[src/rtl/time_range_slice_scheduler_assert.svh]
// Assertion macros for the time range slice scheduler
`ifndef TIME_RANGE_SLICE_SCHEDULER_ASSERT_SVH
`define TIME_RANGE_SLICE_SCHEDULER_ASSERT_SVH

// Same-cycle implication, sampled on clk, off during reset
`define TRSS_ASSERT(label, ante, cons) \
	label: assert property (@(posedge clk) disable iff (!arst_n) (ante) |-> (cons)) \
		else $error("trss assertion failed");

// Next-cycle implication, sampled on clk, off during reset
`define TRSS_ASSERT_NEXT(label, ante, cons) \
	label: assert property (@(posedge clk) disable iff (!arst_n) (ante) |=> (cons)) \
		else $error("trss assertion failed");

`endif

[src/rtl/trss_pkg.sv]
// Shared types and constants for the time range slice scheduler
package trss_pkg;

	localparam int DIV_W     = 64;
	localparam int CNT_W     = 7;
	localparam int APB_AW    = 3;
	localparam int APB_DW    = 32;

	localparam int MAX_SLICE_COUNT_DEF = 64;

	localparam logic [31:0]      TARGET_SIZE_RESET = 32'd67108864;
	localparam logic [CNT_W-1:0] SLICE_LIMIT_RESET = 7'd8;

	// most negative time value
	localparam logic signed [63:0] TIME_MIN = 64'sh8000_0000_0000_0000;

	// register index, taken from paddr[2]
	typedef enum logic {
		REG_TARGET_SLICE_SIZE = 1'b0,
		REG_SLICE_LIMIT       = 1'b1
	} reg_idx_t;

	// divider request and response
	typedef struct packed {
		logic             start;
		logic [DIV_W-1:0] dividend;
		logic [DIV_W-1:0] divisor;
	} div_req_t;

	typedef struct packed {
		logic             busy;
		logic             done;
		logic [DIV_W-1:0] quotient;
	} div_rsp_t;

endpackage

[src/rtl/trss_if.sv]
// Request and slice channels of the time range slice scheduler

interface trss_req_if;
	logic               valid;
	logic               ready;
	logic signed [63:0] extent_low;
	logic signed [63:0] extent_high;
	logic               lower_bound_present;
	logic signed [63:0] lower_bound;
	logic               upper_bound_present;
	logic signed [63:0] upper_bound;
	logic        [63:0] file_bytes;

	modport source (
		output valid, extent_low, extent_high, lower_bound_present, lower_bound,
		output upper_bound_present, upper_bound, file_bytes,
		input  ready
	);
	modport sink (
		input  valid, extent_low, extent_high, lower_bound_present, lower_bound,
		input  upper_bound_present, upper_bound, file_bytes,
		output ready
	);
endinterface

interface trss_rsp_if;
	logic               valid;
	logic               ready;
	logic        [5:0]  slice_number;
	logic               start_present;
	logic signed [63:0] start_time;
	logic               end_present;
	logic signed [63:0] end_time;
	logic               last_slice;

	modport source (
		output valid, slice_number, start_present, start_time, end_present,
		output end_time, last_slice,
		input  ready
	);
	modport sink (
		input  valid, slice_number, start_present, start_time, end_present,
		input  end_time, last_slice,
		output ready
	);
endinterface

[src/rtl/trss_div.sv]
// Restoring divider, one quotient bit per cycle
module trss_div (
	input  logic                clk,
	input  logic                arst_n,
	input  trss_pkg::div_req_t  req,
	output trss_pkg::div_rsp_t  rsp
);
	import trss_pkg::*;

	localparam int IW = $clog2(DIV_W);

	logic [DIV_W-1:0] rem_q;
	logic [DIV_W-1:0] quo_q;
	logic [DIV_W-1:0] dsr_q;
	logic [IW-1:0]    iter_q;
	logic             busy_q;
	logic             done_q;
	logic [DIV_W+1:0] trial;

	// trial subtract of the divisor from the shifted partial remainder
	assign trial = {1'b0, rem_q, quo_q[DIV_W-1]} - {2'b00, dsr_q};

	always_ff @(posedge clk or negedge arst_n) begin
		if (!arst_n) begin
			rem_q  <= '0;
			quo_q  <= '0;
			dsr_q  <= '0;
			iter_q <= '0;
			busy_q <= 1'b0;
			done_q <= 1'b0;
		end else begin
			done_q <= 1'b0;
			if (req.start) begin
				rem_q  <= '0;
				quo_q  <= req.dividend;
				dsr_q  <= req.divisor;
				iter_q <= '0;
				busy_q <= 1'b1;
			end else if (busy_q) begin
				if (trial[DIV_W+1]) begin
					rem_q <= {rem_q[DIV_W-2:0], quo_q[DIV_W-1]};
					quo_q <= {quo_q[DIV_W-2:0], 1'b0};
				end else begin
					rem_q <= trial[DIV_W-1:0];
					quo_q <= {quo_q[DIV_W-2:0], 1'b1};
				end
				iter_q <= iter_q + 1'b1;
				if (iter_q == IW'(DIV_W - 1)) begin
					busy_q <= 1'b0;
					done_q <= 1'b1;
				end
			end
		end
	end

	assign rsp.busy     = busy_q;
	assign rsp.done     = done_q;
	assign rsp.quotient = quo_q;

endmodule

[src/rtl/time_range_slice_scheduler.sv]
// Flow: a request that yields slices runs two divides in one shared bit-serial divider
// before its first slice, then one slice per cycle while the sink takes them.
// Not ready while a request is in work.
// Reset: arst_n asynchronous, active low; registers return to 67108864 and 8.
// Top level of the time range slice scheduler
module time_range_slice_scheduler #(
	parameter int MAX_SLICE_COUNT = trss_pkg::MAX_SLICE_COUNT_DEF
) (
	input  logic                          clk,
	input  logic                          arst_n,
	trss_req_if.sink                      req,
	trss_rsp_if.source                    rsp,
	input  logic                          psel,
	input  logic                          penable,
	input  logic                          pwrite,
	input  logic [trss_pkg::APB_AW-1:0]   paddr,
	input  logic [trss_pkg::APB_DW-1:0]   pwdata,
	output logic [trss_pkg::APB_DW-1:0]   prdata,
	output logic                          pready
);
	import trss_pkg::*;

	`include "time_range_slice_scheduler_assert.svh"

	typedef enum logic [2:0] {
		ST_IDLE,
		ST_PREP,
		ST_SPAN,
		ST_DIV1_GO,
		ST_DIV1,
		ST_COUNT,
		ST_DIV2,
		ST_EMIT
	} state_t;

	state_t             state_q;
	logic [31:0]        target_size_q;
	logic [CNT_W-1:0]   slice_limit_q;

	logic signed [63:0] ext_lo_q, ext_hi_q, lo_raw_q, hi_raw_q;
	logic               lo_has_q, hi_has_q;
	logic [63:0]        bytes_q;
	logic signed [63:0] lo_q, hi_q;
	logic [63:0]        span_q, step_q, bound_q;
	logic [CNT_W-1:0]   count_q, k_q;

	logic               rsp_valid_q;
	logic [5:0]         slice_number_q;
	logic               start_present_q, end_present_q, last_slice_q;
	logic signed [63:0] start_time_q, end_time_q;

	div_req_t           div_req;
	div_rsp_t           div_rsp;

	// configuration write and read
	logic     cfg_wr;
	reg_idx_t cfg_idx;
	assign cfg_wr  = psel && penable && pwrite && pready;
	assign cfg_idx = reg_idx_t'(paddr[2]);
	assign pready  = 1'b1;

	always_comb begin
		unique case (cfg_idx)
			REG_TARGET_SLICE_SIZE: prdata = target_size_q;
			REG_SLICE_LIMIT:       prdata = {{(APB_DW-CNT_W){1'b0}}, slice_limit_q};
			default:               prdata = '0;
		endcase
	end

	// clamp range by filters
	logic signed [63:0] ub_m1, lo_n, hi_n;
	logic               abort_n;
	assign ub_m1   = hi_raw_q - 64'sd1;
	assign lo_n    = (lo_has_q && (lo_raw_q > ext_lo_q)) ? lo_raw_q : ext_lo_q;
	assign hi_n    = (hi_has_q && (ub_m1 < ext_hi_q)) ? ub_m1 : ext_hi_q;
	assign abort_n = (target_size_q == 32'd0) || (slice_limit_q == '0) ||
	                 (hi_has_q && (hi_raw_q == TIME_MIN));

	// slice count: quotient capped by limit and by span
	logic [CNT_W-1:0] limit_eff, cap_q, count_n;
	assign limit_eff = (slice_limit_q > CNT_W'(MAX_SLICE_COUNT)) ?
	                   CNT_W'(MAX_SLICE_COUNT) : slice_limit_q;
	assign cap_q     = (div_rsp.quotient < {{(DIV_W-CNT_W){1'b0}}, limit_eff}) ?
	                   div_rsp.quotient[CNT_W-1:0] : limit_eff;
	assign count_n   = (span_q < {{(64-CNT_W){1'b0}}, cap_q}) ? span_q[CNT_W-1:0] : cap_q;

	// divider requests: file size over target, then span over count
	always_comb begin
		div_req.start    = 1'b0;
		div_req.dividend = bytes_q;
		div_req.divisor  = {32'd0, target_size_q};
		if (state_q == ST_DIV1_GO && span_q != 64'd0) begin
			div_req.start = 1'b1;
		end else if (state_q == ST_COUNT) begin
			div_req.start    = (count_n >= CNT_W'(2));
			div_req.dividend = span_q;
			div_req.divisor  = {{(DIV_W-CNT_W){1'b0}}, count_n};
		end
	end

	trss_div u_div (
		.clk    (clk),
		.arst_n (arst_n),
		.req    (div_req),
		.rsp    (div_rsp)
	);

	// slice emission
	logic        load;
	logic        last_n;
	logic [63:0] next_bound;
	assign load       = (state_q == ST_EMIT) && (!rsp_valid_q || rsp.ready);
	assign last_n     = (k_q + CNT_W'(1)) == count_q;
	assign next_bound = bound_q + step_q;

	// sequencer, request capture and output register
	always_ff @(posedge clk or negedge arst_n) begin
		if (!arst_n) begin
			state_q         <= ST_IDLE;
			target_size_q   <= TARGET_SIZE_RESET;
			slice_limit_q   <= SLICE_LIMIT_RESET;
			ext_lo_q        <= '0;
			ext_hi_q        <= '0;
			lo_raw_q        <= '0;
			hi_raw_q        <= '0;
			lo_has_q        <= 1'b0;
			hi_has_q        <= 1'b0;
			bytes_q         <= '0;
			lo_q            <= '0;
			hi_q            <= '0;
			span_q          <= '0;
			step_q          <= '0;
			bound_q         <= '0;
			count_q         <= '0;
			k_q             <= '0;
			rsp_valid_q     <= 1'b0;
			slice_number_q  <= '0;
			start_present_q <= 1'b0;
			end_present_q   <= 1'b0;
			last_slice_q    <= 1'b0;
			start_time_q    <= '0;
			end_time_q      <= '0;
		end else begin
			if (cfg_wr) begin
				unique case (cfg_idx)
					REG_TARGET_SLICE_SIZE: target_size_q <= pwdata;
					REG_SLICE_LIMIT:       slice_limit_q <= pwdata[CNT_W-1:0];
					default: ;
				endcase
			end

			// output valid: set on a new slice, cleared once the sink takes it
			if (load) begin
				rsp_valid_q <= 1'b1;
			end else if (rsp.ready) begin
				rsp_valid_q <= 1'b0;
			end

			unique case (state_q)
				ST_IDLE: begin
					if (req.valid) begin
						ext_lo_q <= req.extent_low;
						ext_hi_q <= req.extent_high;
						lo_has_q <= req.lower_bound_present;
						lo_raw_q <= req.lower_bound;
						hi_has_q <= req.upper_bound_present;
						hi_raw_q <= req.upper_bound;
						bytes_q  <= req.file_bytes;
						state_q  <= ST_PREP;
					end
				end
				ST_PREP: begin
					lo_q    <= lo_n;
					hi_q    <= hi_n;
					state_q <= abort_n ? ST_IDLE : ST_SPAN;
				end
				ST_SPAN: begin
					span_q  <= 64'(hi_q - lo_q) + 64'd1;
					state_q <= (lo_q > hi_q) ? ST_IDLE : ST_DIV1_GO;
				end
				ST_DIV1_GO: begin
					// full 2^64 span wraps to zero
					state_q <= (span_q == 64'd0) ? ST_IDLE : ST_DIV1;
				end
				ST_DIV1: begin
					if (div_rsp.done) begin
						state_q <= ST_COUNT;
					end
				end
				ST_COUNT: begin
					count_q <= count_n;
					state_q <= (count_n >= CNT_W'(2)) ? ST_DIV2 : ST_IDLE;
				end
				ST_DIV2: begin
					if (div_rsp.done) begin
						step_q  <= div_rsp.quotient;
						bound_q <= lo_q;
						k_q     <= '0;
						state_q <= ST_EMIT;
					end
				end
				ST_EMIT: begin
					if (load) begin
						slice_number_q  <= k_q[5:0];
						last_slice_q    <= last_n;
						if (k_q == '0) begin
							start_present_q <= lo_has_q;
							start_time_q    <= lo_has_q ? lo_raw_q : 64'sd0;
						end else begin
							start_present_q <= 1'b1;
							start_time_q    <= bound_q;
						end
						if (last_n) begin
							end_present_q <= hi_has_q;
							end_time_q    <= hi_has_q ? hi_raw_q : 64'sd0;
							state_q       <= ST_IDLE;
						end else begin
							end_present_q <= 1'b1;
							end_time_q    <= next_bound;
						end
						bound_q <= next_bound;
						k_q     <= k_q + CNT_W'(1);
					end
				end
				default: state_q <= ST_IDLE;
			endcase
		end
	end

	assign req.ready         = (state_q == ST_IDLE);
	assign rsp.valid         = rsp_valid_q;
	assign rsp.slice_number  = slice_number_q;
	assign rsp.start_present = start_present_q;
	assign rsp.start_time    = start_time_q;
	assign rsp.end_present   = end_present_q;
	assign rsp.end_time      = end_time_q;
	assign rsp.last_slice    = last_slice_q;

	// checks
	`TRSS_ASSERT(a_div_start_free, div_req.start, !div_rsp.busy)
	`TRSS_ASSERT(a_emit_in_count, state_q == ST_EMIT, (count_q >= CNT_W'(2)) && (k_q < count_q))
	`TRSS_ASSERT_NEXT(a_accept_to_prep, req.valid && req.ready, state_q == ST_PREP)

endmodule
[src/flat_wrapper.sv]
// flat-port wrapper written by rule: the top's interface ports become plain ports
module time_range_slice_scheduler_flat import trss_pkg::*;
#(
	parameter int MAX_SLICE_COUNT = trss_pkg::MAX_SLICE_COUNT_DEF
)
  (clk, arst_n, psel, penable, pwrite, paddr, pwdata, prdata, pready, req_valid, req_extent_low, req_extent_high, req_lower_bound_present, req_lower_bound, req_upper_bound_present, req_upper_bound, req_file_bytes, req_ready, rsp_valid, rsp_slice_number, rsp_start_present, rsp_start_time, rsp_end_present, rsp_end_time, rsp_last_slice, rsp_ready);
  trss_req_if req_i ();
  trss_rsp_if rsp_i ();
  input  logic clk;
  input  logic arst_n;
  input  logic psel;
  input  logic penable;
  input  logic pwrite;
  input  logic [trss_pkg::APB_AW-1:0] paddr;
  input  logic [trss_pkg::APB_DW-1:0] pwdata;
  output logic [trss_pkg::APB_DW-1:0] prdata;
  output logic pready;
  input wire logic [$bits(req_i.valid)-1:0] req_valid;
  input wire logic [$bits(req_i.extent_low)-1:0] req_extent_low;
  input wire logic [$bits(req_i.extent_high)-1:0] req_extent_high;
  input wire logic [$bits(req_i.lower_bound_present)-1:0] req_lower_bound_present;
  input wire logic [$bits(req_i.lower_bound)-1:0] req_lower_bound;
  input wire logic [$bits(req_i.upper_bound_present)-1:0] req_upper_bound_present;
  input wire logic [$bits(req_i.upper_bound)-1:0] req_upper_bound;
  input wire logic [$bits(req_i.file_bytes)-1:0] req_file_bytes;
  output wire logic [$bits(req_i.ready)-1:0] req_ready;
  output wire logic [$bits(rsp_i.valid)-1:0] rsp_valid;
  output wire logic [$bits(rsp_i.slice_number)-1:0] rsp_slice_number;
  output wire logic [$bits(rsp_i.start_present)-1:0] rsp_start_present;
  output wire logic [$bits(rsp_i.start_time)-1:0] rsp_start_time;
  output wire logic [$bits(rsp_i.end_present)-1:0] rsp_end_present;
  output wire logic [$bits(rsp_i.end_time)-1:0] rsp_end_time;
  output wire logic [$bits(rsp_i.last_slice)-1:0] rsp_last_slice;
  input wire logic [$bits(rsp_i.ready)-1:0] rsp_ready;
  assign req_i.valid = req_valid;
  assign req_i.extent_low = req_extent_low;
  assign req_i.extent_high = req_extent_high;
  assign req_i.lower_bound_present = req_lower_bound_present;
  assign req_i.lower_bound = req_lower_bound;
  assign req_i.upper_bound_present = req_upper_bound_present;
  assign req_i.upper_bound = req_upper_bound;
  assign req_i.file_bytes = req_file_bytes;
  assign req_ready = req_i.ready;
  assign rsp_valid = rsp_i.valid;
  assign rsp_slice_number = rsp_i.slice_number;
  assign rsp_start_present = rsp_i.start_present;
  assign rsp_start_time = rsp_i.start_time;
  assign rsp_end_present = rsp_i.end_present;
  assign rsp_end_time = rsp_i.end_time;
  assign rsp_last_slice = rsp_i.last_slice;
  assign rsp_i.ready = rsp_ready;
  time_range_slice_scheduler #(.MAX_SLICE_COUNT(MAX_SLICE_COUNT)) u_core (.clk(clk), .arst_n(arst_n), .req(req_i), .rsp(rsp_i), .psel(psel), .penable(penable), .pwrite(pwrite), .paddr(paddr), .pwdata(pwdata), .prdata(prdata), .pready(pready));
endmodule
[config.mk]
export PLATFORM = sky130hd
export DESIGN_NAME = time_range_slice_scheduler_flat
export DESIGN_NICKNAME = d
export VERILOG_FILES = /design/src/rtl/trss_pkg.sv /design/src/rtl/trss_if.sv /design/src/rtl/trss_div.sv /design/src/rtl/time_range_slice_scheduler.sv /design/src/flat_wrapper.sv
export VERILOG_INCLUDE_DIRS = /design/src /design/src/rtl
export SDC_FILE = /design/constraint.sdc
export NUM_CORES = 2
export LEC_CHECK = 0
export BUFFER_PORTS_ARGS = -buffer_cell sky130_fd_sc_hd__buf_2
export CORE_MARGIN = 4
export CORE_UTILIZATION = 35
export CTS_CLUSTER_DIAMETER = 50
export CTS_CLUSTER_SIZE = 12
export DETAILED_ROUTE_END_ITERATION = 10
export PLACE_DENSITY = 0.52
export SYNTH_ARGS = -nofsm -noshare
export SYNTH_HDL_FRONTEND = slang
export SYNTH_SLANG_ARGS = --single-unit
[constraint.sdc]
create_clock -name clk -period 5.3 [get_ports clk]
set_clock_uncertainty 0.05 [all_clocks]
set_input_delay 0.53 -clock clk [delete_from_list [all_inputs] [get_ports clk]]
set_output_delay 0.53 -clock clk [all_outputs]
set_load 0.02 [all_outputs]
**Yosys cells after proc, flatten, opt, wreduce, memory -nomap -nowiden**

Cells that the tools add are included.

- Bitwise gates (word level): 1
- Reductions and logical operators: 27
- $lt $le $gt $ge: 7
- Div/mod/pow operators: 0
- Equality and inequality tests: 15
- Add/sub/neg operators: 7
- Multiply operators: 0
- Shift operators: 0
- Multiplexer cells: 47

Operators by type and width:

| kind | count |
|---|---|
| 2-to-1 mux 64 bit | 13 |
| 2-to-1 mux 129 bit | 1 |
| greater-than comparator 64 bit | 2 |
| < comparator 64 x 7 -> 1 bit | 2 |
| 2-to-1 mux 128 bit | 1 |
| one-hot mux 64 bit (2 select lines) | 1 |
| subtractor 65 x 64 -> 66 bit | 1 |
| adder 64 x 1 -> 64 bit (second input constant) | 1 |
| adder 64 bit | 1 |
| equality test 64 bit (second input constant) | 1 |
| logical NOT 64 bit | 1 |
| < comparator 64 bit | 1 |
| one-hot mux 32 bit (2 select lines) | 1 |
| nonzero test 64 bit | 1 |
| subtractor 64 x 2 -> 64 bit (second input constant) | 1 |
| subtractor 64 bit | 1 |
| 2-to-1 mux 7 bit | 5 |
| logical NOT 32 bit | 1 |
| one-hot mux 3 bit (8 select lines) | 1 |
| 2-to-1 mux 3 bit | 7 |
| logical NOT 7 bit | 2 |
| one-hot mux 7 bit (2 select lines) | 1 |
| equality test 3 bit (second input constant) | 4 |
| 2-to-1 mux 1 bit | 12 |
| other kinds (21) | 41 |

- Bits in latches: 0
- Bits in read-only memories: 0
- Input port bits: 364
- Bits in writable memories: 0
- Output and inout port bits: 172
- Register bits after elaboration: 1036
- Memories: 0

**Longest topological paths before layout**

- Depth after elaboration: 10
- Depth in mapped cells: 25

**Cells and area by module**

Synthesis repeated with hierarchy kept, for this count alone.

- Cells, all modules: 7068
- Area total of the unflattened synthesis: 62553.7 um2

By module, submodules not included:

| module | area an instance (um2) | seq. area each (um2) | times used | cells each |
|---|---|---|---|---|
| time_range_slice_scheduler | 49661.4 | 20922.6 | 1 | 5569 |
| trss_div | 12892.4 | 5004.8 | 1 | 1499 |

**Worst setup path after synthesis**

OpenSTA, ideal clock, no wires.

- Path type: reg-to-reg
- From: register u_core.hi_raw_q[10]
- To: register u_core.hi_q[55]
- Stages on the path, launching flop included: 24
- Setup time: 0.116 ns
- Data arrival time: 5.430 ns
- Path slack: -0.295 ns
- Clock period less this slack: 5.595 ns
- Cell sequence: dfrtp_1 -> or4_1 -> nor4_2 -> nand4_1 -> or3b_1 -> or2_2 -> clkbuf_1 -> or3_1 -> xnor2_1 -> ha_1 -> a21o_1 -> a21o_1 -> a21o_1 -> a21o_1 -> a21oi_1 -> o211ai_1 -> a221oi_1 -> and3b_1 -> o21a_1 -> clkbuf_1 -> clkbuf_1 -> buf_1 -> nand3_1 -> o311ai_0

- Longest elaborated chain between the ends: 4

RTL lines:

| item | RTL line | source |
|---|---|---|
| from (decl) | time_range_slice_scheduler.sv:40 | `logic signed [63:0] ext_lo_q, ext_hi_q, lo_raw_q, hi_raw_q;` |
| from (signal assigned) | time_range_slice_scheduler.sv:167 | `hi_raw_q <= req.upper_bound;` |
| subtractor 64 x 2 -> 64 bit (*) | time_range_slice_scheduler.sv:73 | `assign ub_m1 = hi_raw_q - 64'sd1;` |
| < comparator 64 bit | time_range_slice_scheduler.sv:75 | `assign hi_n = (hi_has_q && (ub_m1 < ext_hi_q)) ? ub_m1 : ext_hi_q;` |
| logical AND 1 bit | time_range_slice_scheduler.sv:75 |  |
| 2-to-1 mux 64 bit (*) | time_range_slice_scheduler.sv:75 |  |
| to (signal assigned) | time_range_slice_scheduler.sv:174 | `hi_q <= hi_n;` |
| to (decl) | time_range_slice_scheduler.sv:43 | `logic signed [63:0] lo_q, hi_q;` |

Every way passes the cells marked *; elsewhere a longest branch is shown, timed or not.
A chain may end at the register's enable or synchronous reset.

**Worst setup path after layout**

- From: register u_core.hi_raw_q[10]
- To: register u_core.hi_q[29]

The elaborated chain is that of the path after synthesis.

==> impl_metrics.py <==
metrics = {
    "timing": {
        "setup_slack_ns": -0.2986,
        "grt_setup_unrepaired": "true",
        "holdWs_ns": 0.03660,
        "timing.final.crit_share_pct": 105.6,
        "tightest_slew_ns": 1.068,
        "timing.final.crit_period_ns": 5.599,
        "finalHoldViolCount": 0,
        "relSlewSlack_pct": 28.82,
        "fmax_ghz": 0.1786,
        "drv_slew": 0,
        "setup_viol": 64,
    },
    "status": {
        "status": "finished, violations left",
        "violations": "setup timing",
    },
    "die": {
        "rows": 149,
        "fp.dieH_um": 417.0,
        "start_util_pct": 35.37,
        "die_area_um2": 173900,
        "core_area_um2": 165500,
        "dieWidth_um": 417.0,
        "boundaryPins": 536,
    },
    "critical_path": {
        "crit_arrival_ns": 6.20,
        "critical_path.max_fanout": 16,
        "crit_path_start_kind": "flip-flop",
        "max_stage_delay_ns": 0.56,
        "crit_slowest_cell": "or4_4",
        "critPathCaptureType": "flip-flop",
        "crit_type": "flip-flop to flip-flop",
        "cpMostUsedCell": "buf_4",
        "cp_cell_sequence": "or4_4 > nor4_4 > buf_4 > buf_6 > nand4_1 > buf_4 > or3_4 > o31ai_2 > nand2_1 > ha_4 > nand4_1 > nor3_2 > nand4_1 > or4_1 > o211ai_1 > buf_4 > a221oi_4 > and3b_2 > buf_4 > o21a_4 > clkbuf_16 > o311ai_2",
        "crit_required_ns": 5.90,
    },
    "clock_network": {
        "clock-sinks": 1004,
        "clk_latency_ns": 0.78,
        "cts_made_buffers": 142,
        "htreeDepth": 4,
        "clk_pin_slew_worst_paths_ns": 0.05,
        "cts_tree": "done",
        "ctsRootBufferMaster": "clkbuf_16",
        "clockBufferDepth": 3,
    },
    "logic_synthesis": {
        "ys_seq_elements": 1004,
        "synth_top_area_share_pct": 42.82,
        "synth_adder_area_share_pct": 9.239,
        "yosysWarningCount": 0,
        "syn_nets": 7219,
        "synth_xor_area_share_pct": 3.784,
        "synth_top_family_by_area": "compound AO/OA/AOI/OAI gates",
        "syn_inst": 6425,
        "synth_cell_types": 90,
        "synthMuxAreaShare_pct": 6.998,
        "ys_seq_area_share_pct": 42.91,
        "yosysTopAreaCell": "dfrtp_1",
        "syn_area_um2": 58560,
        "synth-compound-area-share_pct": 16.72,
        "synthSimpleGateAreaFrac_pct": 15.59,
        "synth_enable_flop_cells": 0,
        "synth_top_flop_cell": "dfrtp_1",
        "synthArstFlopShare_pct": 100.0,
        "synth_top_cells_by_area": "dfrtp_1 (43%), ha_1 (9.1%), nand2_1 (6.2%)",
        "syn-mean-instance-area_um2": 9.114,
    },
    "placed_design": {
        "io_buffers": 532,
        "dp_hpwl_um": 175500,
        "place_congestion": 0.9397,
        "dpl.cell_count": 8993,
        "dp_slack_ns": -0.6498,
    },
    "job": {
        "maxCapViolations": 0,
    },
    "cells_and_area": {
        "final_common_cell": "dfrtp_1",
        "multiInputGateArea_um2": 31180,
        "post-route-util_pct": 44.38,
        "area_growth_pct": 25.47,
        "final_nets": 8098,
        "regArea_um2": 25130,
        "drive_gt1_share_pct": 18.54,
        "fin_cells": 9610,
        "final_cell_mix": "dfrtp_1 (999), nand2_1 (963), buf_2 (531)",
        "nFillCells": 16094,
    },
    "global_routing": {
        "grt_overflow_total": 0,
        "first_global_vias": 51109,
        "grt_pass1_wl_um": 337300,
        "grtUsageTotal_pct": 25.78,
        "grt_start_max_net_pins": 227,
        "antenna_found_initial": 10,
    },
    "drt": {
        "first_pass_iters": 9,
        "route.detailed.drc": 0,
        "routed_wl_um": 230300,
        "ant_nets": 0,
        "viasPerCell": 5.381,
        "drt-initial-drc-count": 4352,
        "drt-wirelength-per-cell_um": 23.97,
        "vias": 51707,
    },
    "power": {
        "p_leak_nw": 36.14,
        "p_per_area_nw_per_um2": 253.5,
        "power_mw": 18.62,
        "ir_worst_vdd_uv": 271.0,
    },
    "hold_path": {
        "hp-class": "input pin to flip-flop",
    },
}
==> synthesized netlist by cell type (8+ instances only) <==
master,number
o211ai_1,33
nand4_1,86
nand2_1,966
a211oi_1,48
mux2_2,243
and4_1,8
a31oi_1,133
xor2_1,106
or2_2,11
a21oi_1,386
o31ai_1,17
a311oi_1,22
nor2b_1,56
dfrtp_1,1002
nor3_1,65
clkbuf_1,321
and3_1,21
ha_1,426
a21o_1,146
o311ai_0,64
xnor2_1,147
o21ai_0,507
or4_1,16
o21a_1,35
o21bai_1,28
nand3_1,235
inv_1,349
a221oi_1,19
nand2b_1,23
nor2_1,399
a21boi_0,10
mux2i_1,136
o22ai_1,70
buf_1,35
and2_1,16
nor4_1,75
a221o_1,10
or3_1,29
==> where the power goes <==
part	leakage [nW]	total (mW)	switching, mW	internal, mW
logic	21.2	0.852	0.438	0.413
registers	12.5	7.84	0.0992	7.74
clock network	2.40	9.94	3.99	5.95
total	36.1	18.6	4.53	14.1
==> routing by layer <==
| metal | share of wire (%) | vias up | GRT usage (%) |
|---|---|---|---|
| li1 | - | 24502 | - |
| met5 | 0.0082 | - | 0 |
| met2 | 45 | 1621 | 40.76 |
| met3 | 6.1 | 326 | 4.269 |
| met1 | 45 | 25256 | 35.57 |
| met4 | 4.1 | 2 | 9.536 |
==> kinds of logic (layout without fill, tap and decap cells) <==
| logic type | after synthesis | in the layout |
|---|---|---|
| AOI/OAI and AO/OA | 1597 | 1598 |
| xor gates and xnor gates | 253 | 253 |
| adders and majority gates | 430 | 430 |
| buffers and inverters | 720 | 1714 |
| DFF | 1004 | 1004 |
| muxes | 379 | 379 |
| other | 1 | 2 |
| and+or+nand+nor | 2041 | 2041 |
==> worst paths after layout <==
| path | startpoint | to | slack [ns] | cells past startpoint |
|---|---|---|---|---|
| setup reg to reg | u_core.hi_raw_q[10]$_DFFE_PN0P_ | u_core.hi_q[29]$_DFFE_PN0N_ | -0.30 | 22 |
| max in group asynchronous | arst_n | u_core.lo_has_q$_DFFE_PN0P_ | 3.48 | 3 |
| hold / removal | req_extent_high[32] | u_core.ext_hi_q[32]$_DFFE_PN0P_ | 0.04 | 3 |
| setup / recovery | u_core.hi_raw_q[10]$_DFFE_PN0P_ | u_core.hi_q[29]$_DFFE_PN0N_ | -0.30 | 22 |
| min in group asynchronous | arst_n | u_core.step_q[21]$_DFFE_PN0P_ | 0.43 | 2 |
| hold reg to reg | u_core.rsp.end_time[40]$_DFFE_PN0P_ | u_core.rsp.end_time[40]$_DFFE_PN0P_ | 0.43 | 2 |
==> layout make-up <==
| type | instances | share of cell area [%] |
|---|---|---|
| repair buffers | 1105 | 11.13 |
| flip-flops and latches | 1004 | 34.21 |
| inverters | 349 | 1.783 |
| clock inverters | 84 | 1.337 |
| well taps | 2189 | 3.728 |
| clock buffers | 176 | 5.371 |
| multi-input cells | 4702 | 42.44 |
| diodes | 1 | 0.003406 |
==> per-stage QoR <==
step	instance area, µm²	setup TNS, ns
2_1_floorplan	58580	0
3_3_place_gp	64550	-37.30
3_5_place_dp	64550	-36.57
4_1_cts	73130	-8.929
5_1_grt	73470	-24.83
6_report	73470	-12.65
==> worst max-delay path, delay by kind of cell (launching register included) <==
kind	cells	cell delay (ns)
flip-flops	1	0.38
buffers and inverters	6	1.02
AO/OA/AOI/OAI	5	0.98
adder cells (fa/ha/maj)	1	0.30
AND/OR/NAND/NOR	10	2.72
==> repair_timing <==
item / 4_1_cts / 5_1_grt
pin swaps: 8 / 9
cloned: 1 / 4
hold buffers: 331 / 0
endpoints found under the setup margin: 69 / 192
setup buffers: 15 / 7
resized for setup: 69 / 59
endpoints found under the hold margin: 412 / 0
No activity file was read; power rests on OpenSTA's default activity.
